File: src/rtl/core/avc_hash.sv
module avc_hash #(
   parameter int BUCKETS = 512,
   localparam int BW = $clog2(BUCKETS)
) (
   input  logic          clock,
   input  logic          reset,
   input  logic          start,
   input  logic [31:0]   key,
   output logic          done,
   output logic [BW-1:0] bucket
);

   // key mod BUCKETS by reciprocal multiplication, exact for any 32-bit key
   localparam logic [63:0] RECIP = ((64'd1 << (32 + BW)) + 64'(BUCKETS) - 64'd1) /
                                   64'(BUCKETS);
   localparam logic [32:0] MUL = RECIP[32:0];

   localparam logic [1:0] PH_MUL = 2'd0;
   localparam logic [1:0] PH_QUO = 2'd1;
   localparam logic [1:0] PH_REM = 2'd2;

   logic [31:0]   key_ff, key_in;
   logic [1:0]    phase_ff, phase_in;
   logic          busy_ff, busy_in;
   logic          done_ff, done_in;
   logic [48:0]   plo_ff, plo_in;
   logic [48:0]   phi_ff, phi_in;
   logic [31:0]   quo_ff, quo_in;
   logic [BW-1:0] rem_ff, rem_in;
   logic [64:0]   sum;
   logic [31:0]   qb;

   always_comb begin
      sum      = {16'h0000, plo_ff} + {phi_ff, 16'h0000};
      qb       = quo_ff * 32'(BUCKETS);
      key_in   = key_ff;
      phase_in = phase_ff;
      busy_in  = busy_ff;
      done_in  = 1'b0;
      plo_in   = plo_ff;
      phi_in   = phi_ff;
      quo_in   = quo_ff;
      rem_in   = rem_ff;
      if (start) begin
         key_in   = key;
         phase_in = PH_MUL;
         busy_in  = 1'b1;
      end else if (busy_ff) begin
         phase_in = phase_ff + 2'd1;
         case (phase_ff)
            PH_MUL: begin
               plo_in = {33'h0, key_ff[15:0]} * {16'h0000, MUL};
               phi_in = {33'h0, key_ff[31:16]} * {16'h0000, MUL};
            end
            PH_QUO: begin
               quo_in = 32'(sum >> (32 + BW));
            end
            PH_REM: begin
               rem_in  = BW'(key_ff - qb);
               busy_in = 1'b0;
               done_in = 1'b1;
            end
            default: begin
               busy_in = 1'b0;
            end
         endcase
      end
   end

   always_ff @(posedge clock) begin
      if (reset) begin
         busy_ff <= 1'b0;
         done_ff <= 1'b0;
      end else begin
         busy_ff <= busy_in;
         done_ff <= done_in;
      end
      key_ff   <= key_in;
      phase_ff <= phase_in;
      plo_ff   <= plo_in;
      phi_ff   <= phi_in;
      quo_ff   <= quo_in;
      rem_ff   <= rem_in;
   end

   assign done   = done_ff;
   assign bucket = rem_ff;

endmodule

File: config.mk
export PLATFORM = sky130hd
export DESIGN_NAME = avc_hash
export DESIGN_NICKNAME = d
export VERILOG_FILES = /design/src/rtl/core/avc_hash.sv
export SDC_FILE = /design/constraint.sdc
export NUM_CORES = 1
export LEC_CHECK = 0
export BUFFER_PORTS_ARGS = -buffer_cell sky130_fd_sc_hd__buf_4
export CAP_MARGIN = 20
export CORE_UTILIZATION = 39
export DETAILED_ROUTE_END_ITERATION = 12
export PLACE_DENSITY = 0.75
export RECOVER_POWER = 50
export SYNTH_ARGS = -nofsm -noshare
export SYNTH_HDL_FRONTEND = slang
export SYNTH_SLANG_ARGS = --single-unit
File: constraint.sdc
create_clock -name clock -period 1.2 [get_ports clock]
set_input_delay 0.06 -clock clock [delete_from_list [all_inputs] [get_ports clock]]
set_output_delay 0.06 -clock clock [all_outputs]
set_load 0.05 [all_outputs]
==> flow_summary.rst, run 1 <==
.. list-table::
   :header-rows: 1

   * - Metric
     - Value
   * - Total Negative Setup Slacks
     - 0 ns
   * - Hold path startpoint
     - start
   * - Remaining antenna violation count
     - 0
   * - Cell area after synthesis
     - 699 um^2
   * - Register bit total from synthesis
     - 22
   * - Clock network latency to the later pin of the worst-skew pair
     - 0.29 ns
   * - Number of instances on the worst hold path
     - 2
   * - Wirelength per Cell
     - 9.16 um
   * - Syn Nets
     - 69
   * - Most common cell in the netlist
     - edfxtp_1
   * - Slew Limit Fails
     - 0
   * - Congestion Overflow GR
     - 0
   * - Worst setup path class
     - reg2reg
   * - Clk buf depth
     - 2
   * - Launching point of the worst reg2reg path
     - phase_ff[0]
   * - Number of antenna repair diodes
     - 0
   * - Via-to-Cell Ratio
     - 4.04
   * - Hold Slack
     - 0.235 ns
   * - Result of the run
     - finished clean
   * - TritonCTS clock tree
     - built
   * - Path depth of the worst reg2reg path
     - 3
   * - Share of the synthesized area in the top cell type
     - 77.3%
   * - Crit path max-delay family
     - flip-flops
   * - Largest fanout of any net on the critical path
     - 10
   * - Core ar.
     - 1590 um^2
   * - Starting DRT DRC Count
     - 8
   * - Critical path required time
     - 1.19 ns
   * - Cell taking the most area after synthesis
     - edfxtp_1
   * - Cell type of the slowest stage on the worst timing path
     - dfxtp_1
   * - Share of synthesized area occupied by flip-flops and latches
     - 88.7%
   * - Largest cells by area after synthesis
     - edfxtp_1 (77%), dfxtp_1 (11%), nor2b_4 (2.0%), ha_1 (1.8%), and3b_2 (1.4%)
   * - HP Class
     - in2reg
   * - Critical R2R Capture
     - bucket[6]
   * - Global Route Usage Sum
     - 11.0%
   * - Slew HR
     - 61.1%
   * - Destination of the worst hold path
     - phase_ff[0]
   * - Power density over cell area
     - 1290 nW/um^2
   * - Share of flip-flops with an asynchronous set or reset
     - 0%
   * - Residual DRC count
     - 0
   * - Gate Count Post-Synth
     - 33
   * - Endpoint kind of the worst setup timing path
     - flip-flop
   * - Initial cell density of the core
     - 43.9%
   * - Series of cell instances along the critical path
     - inv_1 > ha_1 > and3b_2
   * - Crit path arrival time
     - 1.12 ns
   * - Static leakage
     - 0.390 nW
   * - Detailed Route WL
     - 843 um
   * - Maximum number of pins on one net before global-route repair
     - 14
   * - Max incr delay on CP
     - 0.33 ns
   * - Unrepaired setup endpoints after global routing
     - false
   * - Share of cells above drive strength 1
     - 36.8%
   * - Number of enable flip-flop cells after synthesis
     - 18
   * - Area Overhead vs Synth
     - 44.4%
   * - Antenna violations before repair
     - 0
   * - Net count reported at finish
     - 105
   * - Number of placed I/O pins
     - 45
   * - Area of the die
     - 1970 um^2
   * - Detailed-route via count
     - 372
   * - Actual slew at the worst max-slew pin
     - 0.584 ns
   * - Die Wd
     - 44.4 um
   * - Type of origin of the critical path
     - flip-flop
   * - Count of final hold-check violations
     - 0
   * - Final setup viols
     - 0
   * - Std cell rows
     - 14
   * - Worst-case register-to-register setup slack
     - 0.07 ns
   * - Maximum clock skew at final layout
     - 0.00620 ns
   * - Critical path buffer and inverter count
     - 1
   * - Share of the cycle needed by the critical path after routing
     - 94.5%
   * - Pre-antenna DRT Iters
     - 3
   * - Count of port buffers added during placement
     - 21
   * - Clk Tree Root Cell
     - clkbuf_4
   * - Distinct cell type count of the synthesized netlist
     - 11
   * - Final RePlAce weighted congestion
     - 0.638
   * - Vias in the first global route
     - 354
   * - Clock sinks
     - 22
   * - Number of levels the H-tree was split into
     - 1
   * - Cts bufs inserted
     - 3
   * - Clock-pin slew of the registers on the worst-case setup and hold paths
     - 0.10 ns
   * - Avg Cell Area, Syn
     - 21.2 um^2
   * - Die Ht
     - 44.4 um
   * - Minimum clock period
     - 1.13 ns
   * - Peak supply drop
     - 0.00108 V
   * - Number of gates resized after cts
     - 0
   * - MaxCap Viol Count
     - 0
   * - Global-route wire length before repair
     - 1440 um
   * - Top achievable clock speed
     - 882 MHz
   * - Synth top cells by count
     - edfxtp_1 (18), dfxtp_1 (4), inv_1 (2), nor2_1 (2)
   * - Most used flip-flop cell after synthesis
     - edfxtp_1
   * - Syn. warnings
     - 0
## worst register-to-register path, cell delays in order, from the launching register on
cell	delay, ns
dfxtp_1	0.33
inv_1	0.06
ha_1	0.13
and3b_2	0.32
## metrics by stage
step / instances / util (%) / total power [W] / area (um^2) / setup WS, ns
detailed placement: 78 / 55.7 / 0.000983 / 887 / 0.0631
floorplan: 33 / - / 0.000934 / 699 / 0.142
global placement: 78 / 55.7 / 0.000978 / 887 / 0.0916
finish: 92 / 63.3 / 0.00130 / 1010 / 0.0661
CTS: 92 / 63.6 / 0.00132 / 1010 / 0.0554
global route: 92 / 63.3 / 0.00136 / 1010 / 0.0121
## placed cells by master (no fill, tap or decap)
cell type	count
clkbuf_4	11
nor2_1	2
nor2b_4	1
buf_4	12
ha_1	1
a21oi_1	1
clkbuf_1	1
and3b_2	1
dlygate4sd3_1	10
nand2b_1	1
clkinv_1	1
a211oi_1	1
dfxtp_1	4
edfxtp_1	18
xnor2_1	1
inv_1	2
## logic make-up after synthesis
group | share of synthesized area, %
xor+xnor | 1.25
fa+ha+maj | 1.79
simple gates | 5.37
buf+inv | 1.07
flops | 88.7
compound gates | 1.79
## timing repair
action / CTS / global route
endpoints found under the setup margin: 0 / 0
endpoints found under the hold margin: 11 / 0
setup buffers: 0 / 0
hold buffers: 10 / 0
## state kept, by name (all words and copies together) (netlist names)
register  flops
phase_ff      2
done          1
key_ff        9
busy_ff       1
bucket        9
## cell type report
cell class	count	area, um^2
Clock buffer	3	22.5
Multi-Input combinational cell	9	71.3
Fill cell	115	584
Sequential cell	22	621
Tap cell	24	30.0
Inverter	2	7.51
Timing Repair Buffer	31	254
Clock inverter	1	3.75
## worst max-delay path by stage
stage / from / to / slack [ns] / cells past startpoint
global placement: phase_ff[0] / bucket[6] / 0.09 / 3
detailed placement: phase_ff[0] / bucket[5] / 0.06 / 3
CTS: phase_ff[0] / bucket[3] / 0.06 / 3
floorplan: phase_ff[0] / bucket[0] / 0.14 / 3
finish: phase_ff[0] / bucket[6] / 0.07 / 3
global route: phase_ff[0] / bucket[3] / 0.01 / 3
## metal layers
layer  part of all wire, %  track usage [%]  vias to the layer above  routed length, um
met3                   7.1             5.71                        0                 60
li1                      -                -                      191                  -
met4                     0             7.27                        0                  0
met2                    54             17.4                       15                456
met1                    39             11.4                      166                325
met5                     0                0                        -                  0
## power breakdown
part           switching, W  internal (W)  total [W]
combinational     0.0000445     0.0000594   0.000104
clock              0.000194      0.000121   0.000315
sequential        0.0000137      0.000869   0.000882
total              0.000252       0.00105    0.00130
Power figures use the tool's default switching activity.
==> run 2: changes to the inputs <==
CORE_MARGIN = 2   (was default)
==> flow_summary.rst, run 2 (synthesis gave the netlist of run 1 again) <==
.. list-table::
   :header-rows: 1

   * - Metric
     - Value
   * - Initial cell density of the core
     - 41.0% (-2.9 points)
   * - Final setup viols
     - 0 (unchanged)
   * - Remaining antenna violation count
     - 0 (unchanged)
   * - Max incr delay on CP
     - 0.33 ns (about the same)
   * - Destination of the worst hold path
     - phase_ff[0]
   * - Starting DRT DRC Count
     - 8 (unchanged)
   * - Share of the cycle needed by the critical path after routing
     - 94.4% (-0.12 points)
   * - Endpoint kind of the worst setup timing path
     - flip-flop
   * - Slew Limit Fails
     - 0 (unchanged)
   * - Number of antenna repair diodes
     - 0 (unchanged)
   * - Share of cells above drive strength 1
     - 36.8% (unchanged)
   * - Clock network latency to the later pin of the worst-skew pair
     - 0.29 ns (about the same)
   * - Crit path max-delay family
     - flip-flops
   * - Share of the core filled with cells in the final layout
     - 59.2% (-4.1 points)
   * - Maximum clock skew at final layout
     - 0.00984 ns (+0.00364 ns)
   * - Series of cell instances along the critical path
     - inv_1 > ha_1 > and3b_2
   * - Count of port buffers added during placement
     - 21 (unchanged)
   * - Type of origin of the critical path
     - flip-flop
   * - Number of instances on the worst hold path
     - 2 (unchanged)
   * - Die Ht
     - 46.4 um (+4.5%)
   * - Cts bufs inserted
     - 3 (unchanged)
   * - Actual slew at the worst max-slew pin
     - 0.594 ns (+0.00978 ns)
   * - Net count reported at finish
     - 105 (unchanged)
   * - Critical path required time
     - 1.18 ns (about the same)
   * - Slew HR
     - 60.4% (-0.65 points)
   * - DP HPWL
     - 626 um
   * - Number of placed I/O pins
     - 45 (unchanged)
   * - Clock-pin slew of the registers on the worst-case setup and hold paths
     - 0.10 ns (about the same)
   * - Top achievable clock speed
     - 883 MHz (+0.12%)
   * - Peak supply drop
     - 0.000696 V (-36%)
   * - Post-route worst setup slack
     - 0.0675 ns (+0.00140 ns)
   * - Wirelength per Cell
     - 9.63 um (+5.1%)
   * - Antenna violations before repair
     - 0 (unchanged)
   * - Area of the die
     - 2150 um^2 (+9.2%)
   * - Minimum clock period
     - 1.13 ns (-0.00140 ns)
   * - Global Route Usage Sum
     - 9.65% (-1.3 points)
   * - Clock sinks
     - 22 (unchanged)
   * - Detailed Route WL
     - 896 um (+6.3%)
   * - Clk Tree Root Cell
     - clkbuf_4
   * - Clk buf depth
     - 2 (unchanged)
   * - Post CTS Setup Buffer Count
     - 0 (unchanged)
   * - Worst setup path class
     - reg2reg
   * - Cell type of the slowest stage on the worst timing path
     - dfxtp_1
   * - Worst-case register-to-register setup slack
     - 0.07 ns (about the same)
   * - HP Class
     - in2reg
   * - Detailed-route via count
     - 384 (+3.2%)
   * - Congestion Overflow GR
     - 0 (unchanged)
   * - Largest fanout of any net on the critical path
     - 10 (unchanged)
   * - Critical path buffer and inverter count
     - 1 (unchanged)
   * - Most frequent cells in the layout
     - edfxtp_1 (18), buf_4 (14), dlygate4sd3_1 (10), clkbuf_4 (9), dfxtp_1 (4)
   * - MaxCap Viol Count
     - 0 (unchanged)
   * - TritonCTS clock tree
     - built
   * - Number of levels the H-tree was split into
     - 1 (unchanged)
   * - Crit path arrival time
     - 1.11 ns (about the same)
   * - Maximum number of pins on one net before global-route repair
     - 14 (unchanged)
   * - Global-route wire length before repair
     - 1390 um (-3.4%)
   * - Count of final hold-check violations
     - 0 (unchanged)
   * - Power density over cell area
     - 1290 nW/um^2 (about the same)
   * - Via-to-Cell Ratio
     - 4.13 (+2.1%)
   * - Hold path startpoint
     - start
   * - Pre-antenna DRT Iters
     - 3 (unchanged)
   * - Total Negative Setup Slacks
     - 0 ns (unchanged)
   * - Pre-CTS WS
     - 0.0617 ns (-0.00142 ns)
   * - Std cell rows
     - 15 (+1)
   * - Core ar.
     - 1710 um^2 (+7.1%)
   * - Launching point of the worst reg2reg path
     - phase_ff[0]
   * - Most common cell after layout, fill and taps aside
     - edfxtp_1
   * - Number of gates resized after cts
     - 0 (unchanged)
   * - Vias in the first global route
     - 353 (-0.28%)
   * - Critical R2R Capture
     - bucket[6]
   * - Final RePlAce weighted congestion
     - 0.645 (+1.1%)
   * - Unrepaired setup endpoints after global routing
     - false
   * - Residual DRC count
     - 0 (unchanged)
   * - Result of the run
     - finished clean
   * - Static leakage
     - 0.390 nW (about the same)
   * - Die Wd
     - 46.4 um (+4.5%)
   * - Area Overhead vs Synth
     - 44.5%
   * - Path depth of the worst reg2reg path
     - 3 (unchanged)
[run 2: changes by cell type in the layout (fill, tap and decap cells not counted)]
cell / change
buf_4: +2
clkbuf_4: -2
clkbuf_1: +1
clkinv_1: -1
[run 2: worst max-delay path by stage]
stage | end | cells past startpoint | from
CTS | bucket[6] | 3 | phase_ff[0]
floorplan | bucket[0] | 3 | phase_ff[0]
finish | bucket[6] | 3 | phase_ff[0]
detailed placement | bucket[8] | 3 | phase_ff[0]
global route | bucket[6] | 3 | phase_ff[0]
global placement | bucket[8] | 3 | phase_ff[0]
[run 2: power breakdown]
group / internal [W] / leakage (nW) / switching, W
logic: 0.0000595 / 0.172 / 0.0000448
registers: 0.000869 / 0.202 / 0.0000143
clock network: 0.000129 / 0.0150 / 0.000187
total: 0.00106 / 0.390 / 0.000246
[run 2: routing by layer]
layer  vias to the layer above  global-route usage, %  wire length, um
li1                        191                      -                -
met3                         0                   3.53               65
met2                        14                   15.3              463
met5                         -                      0                0
met1                       179                   11.3              367
met4                         0                   5.14                0
[run 2: cell type report]
type | instances | area (um^2)
clock buffer | 4 | 26.3
fill | 150 | 697
inverter | 2 | 7.51
multi-input combinational | 9 | 71.3
sequential | 22 | 621
tap | 25 | 31.3
timing repair buffer | 31 | 254
[run 2: through the flow]
step           total power [W]  hold WS (ns)  instance area, um^2  cells
2_1_floorplan         0.000934         0.124                  699     33
3_3_place_gp          0.000978         0.239                  888     79
3_5_place_dp          0.000983         0.239                  888     79
4_1_cts                0.00132        0.0378                 1010     93
5_1_grt                0.00136         0.303                 1010     93
6_report               0.00130         0.234                 1010     93
[run 2: what timing repair did]
item                       4_1_cts  5_1_grt
setup endpoints to repair        0        0
hold buffers                    10        0
hold endpoints to repair        11        0
[run 2: worst register-to-register path, cell delays in order, from the launching register on]
cell and delay (ns):
dfxtp_1 0.33, inv_1 0.06, ha_1 0.13, and3b_2 0.32
==> run 3: changes to the inputs <==
PLACE_DENSITY = default   (was 0.75)
PLACE_DENSITY_LB_ADDON = 0.12   (was default)
==> flow_summary.rst, run 3 (synthesis gave the netlist of run 1 again) <==
.. list-table::
   :header-rows: 1

   * - Metric
     - Value
   * - Post CTS Setup Buffer Count
     - 0 (unchanged)
   * - Maximum number of pins on one net before global-route repair
     - 14 (unchanged)
   * - Detailed-route via count
     - 401 (+4.4%)
   * - Static leakage
     - 0.401 nW (+3.0%)
   * - Clk Tree Root Cell
     - clkbuf_4
   * - Number of placed I/O pins
     - 45 (unchanged)
   * - MaxCap Viol Count
     - 0 (unchanged)
   * - Clk buf depth
     - 2 (unchanged)
   * - Count of port buffers added during placement
     - 21 (unchanged)
   * - Area of the die
     - 2150 um^2 (unchanged)
   * - Worst setup path startpoint
     - phase_ff[0]
   * - Max incr delay on CP
     - 0.34 ns (about the same)
   * - Via-to-Cell Ratio
     - 4.27 (+3.3%)
   * - Die Wd
     - 46.4 um (unchanged)
   * - Top achievable clock speed
     - 897 MHz (+1.6%)
   * - Finished layout cell area
     - 1030 um^2 (+2.2%)
   * - Most common cell after layout, fill and taps aside
     - edfxtp_1
   * - Initial cell density of the core
     - 41.0% (unchanged)
   * - Sequential share of power
     - 64.2% (-3.5 points)
   * - Net count reported at finish
     - 106 (+0.95%)
   * - Hold path startpoint
     - start
   * - Number of levels the H-tree was split into
     - 1 (unchanged)
   * - Total Negative Setup Slacks
     - 0 ns (unchanged)
   * - Inst Count DP
     - 79 (unchanged)
   * - Power density over cell area
     - 1330 nW/um^2 (+3.4%)
   * - Path depth of the worst reg2reg path
     - 3 (unchanged)
   * - Minimum clock period
     - 1.11 ns (-0.0175 ns)
   * - Die Ht
     - 46.4 um (unchanged)
   * - Internal power contribution
     - 0.00112 W (+5.5%)
   * - Count of final hold-check violations
     - 0 (unchanged)
   * - Remaining antenna violation count
     - 0 (unchanged)
   * - Worst-case register-to-register setup slack
     - 0.09 ns (+0.02 ns)
   * - Antenna violations before repair
     - 0 (unchanged)
   * - Crit path arrival time
     - 1.13 ns (+0.02 ns)
   * - Share of power burned in combinational logic
     - 7.9% (about the same)
   * - Slew Limit Fails
     - 0 (unchanged)
   * - Residual DRC count
     - 0 (unchanged)
   * - Cell type of the slowest stage on the worst timing path
     - dfxtp_1
   * - Launching point of the worst reg2reg path
     - phase_ff[0]
   * - Area Overhead vs Synth
     - 47.8%
   * - Critical path required time
     - 1.21 ns (+0.03 ns)
   * - Most frequent cells in the layout
     - edfxtp_1 (18), buf_4 (15), dlygate4sd3_1 (10), clkbuf_4 (8), dfxtp_1 (4)
   * - DP HPWL
     - 661 um (+5.5%)
   * - Slew HR
     - 57.7% (-2.7 points)
   * - Clock power frac
     - 27.8% (+3.5 points)
   * - Endpoint kind of the worst setup timing path
     - flip-flop
   * - Final non-filler cell total
     - 94 (+1.1%)
   * - Detailed Route WL
     - 1060 um (+18%)
   * - Series of cell instances along the critical path
     - inv_1 > ha_2 > and3b_2
   * - Peak supply drop
     - 0.000952 V (+37%)
   * - Standard cell area after detailed placement
     - 888 um^2 (unchanged)
   * - Pre-antenna DRT Iters
     - 2 (-1)
   * - Clock sinks
     - 22 (unchanged)
   * - Cts bufs inserted
     - 3 (unchanged)
   * - Global Route Usage Sum
     - 12.4% (+2.8 points)
   * - Actual slew at the worst max-slew pin
     - 0.635 ns (+0.0408 ns)
   * - Largest fanout of any net on the critical path
     - 5 (-5)
   * - Wirelength per Cell
     - 11.3 um (+17%)
   * - Result of the run
     - finished clean
   * - TritonCTS clock tree
     - built
   * - Congestion Overflow GR
     - 0 (unchanged)
   * - Clock-pin slew of the registers on the worst-case setup and hold paths
     - 0.11 ns (about the same)
   * - Share of cells above drive strength 1
     - 40.6% (+3.8 points)
   * - Worst setup path class
     - reg2reg
   * - Starting DRT DRC Count
     - 7 (-1)
   * - Final RePlAce weighted congestion
     - 0.548 (-15%)
   * - Clock network latency to the later pin of the worst-skew pair
     - 0.29 ns (about the same)
   * - Endpoint of the worst setup timing path
     - bucket[8]
   * - Share of the core filled with cells in the final layout
     - 60.5% (+1.3 points)
   * - Unrepaired setup endpoints after global routing
     - false
   * - Critical R2R Capture
     - bucket[8]
   * - Core ar.
     - 1710 um^2 (unchanged)
   * - Number of instances on the worst hold path
     - 2 (unchanged)
   * - Share of the cycle needed by the critical path after routing
     - 92.9% (-1.5 points)
   * - Std cell rows
     - 15 (unchanged)
   * - Vias in the first global route
     - 405 (+15%)
   * - Global-route wire length before repair
     - 1680 um (+21%)
   * - Maximum clock skew at final layout
     - 0.00396 ns (-0.00588 ns)
   * - Hold Slack
     - 0.239 ns (+0.00499 ns)
   * - Final setup viols
     - 0 (unchanged)
   * - Number of antenna repair diodes
     - 0 (unchanged)
   * - Type of origin of the critical path
     - flip-flop
   * - Switching power summed over all nets
     - 0.000263 W (+6.7%)
   * - HP Class
     - in2reg
   * - Switching Share
     - 19.1% (+0.17 points)
==> run 3: timing repair <==
item | in CTS | in global routing
hold endpoints to repair | 11 | 0
setup endpoints to repair | 0 | 10
gates resized for setup | 0 | 2
hold buffers | 10 | 0
==> run 3: area by class of cell <==
cell class | count | area, um^2
Timing Repair Buffer | 31 | 254
Multi-Input combinational cell | 10 | 83.8
Clock buffer | 4 | 36.3
Fill cell | 121 | 674
Tap cell | 25 | 31.3
Sequential cell | 22 | 621
Inverter | 2 | 7.51
==> run 3: worst max-delay path: cells and delay by family (launching register included) <==
kind                       cells  cell delay (ns)
DFF                            1             0.34
adders and majority gates      1             0.17
and+or+nand+nor                1             0.26
buffers and inverters          1             0.06
==> run 3: worst min path at each step <==
stage / end / slack (ns)
floorplan: done / 0.12
global placement: key_ff[0] / 0.24
detailed placement: key_ff[8] / 0.24
CTS: phase_ff[0] / 0.02
global route: phase_ff[0] / 0.29
finish: phase_ff[0] / 0.24
==> run 3: layer usage <==
layer	GRT usage, %	share of wire, %	vias up	wire (um)
met4	8.57	0	0	0
met5	0	0	-	0
met3	4.71	4.5	0	48
met2	21.1	57	14	604
met1	12.4	38	191	405
li1	-	-	196	-
==> run 3: power groups by stage <==
| stage | combinational, W | sequential (W) | clock, W |
|---|---|---|---|
| 2_1_floorplan | 0.0000217 | 0.000913 | 0 |
| 3_3_place_gp | 0.0000780 | 0.000898 | 0 |
| 3_5_place_dp | 0.0000823 | 0.000903 | 0 |
| 4_1_cts | 0.000109 | 0.000885 | 0.000405 |
| 5_1_grt | 0.000124 | 0.000890 | 0.000442 |
| 6_report | 0.000109 | 0.000886 | 0.000384 |
==> run 3: stage by stage <==
step / total power [W] / setup slack, ns
final: 0.00138 / 0.0851
after CTS: 0.00140 / 0.0268
after global placement: 0.000976 / 0.0940
after floorplan: 0.000934 / 0.142
after detailed placement: 0.000985 / 0.0451
after global routing: 0.00146 / 0.0000276
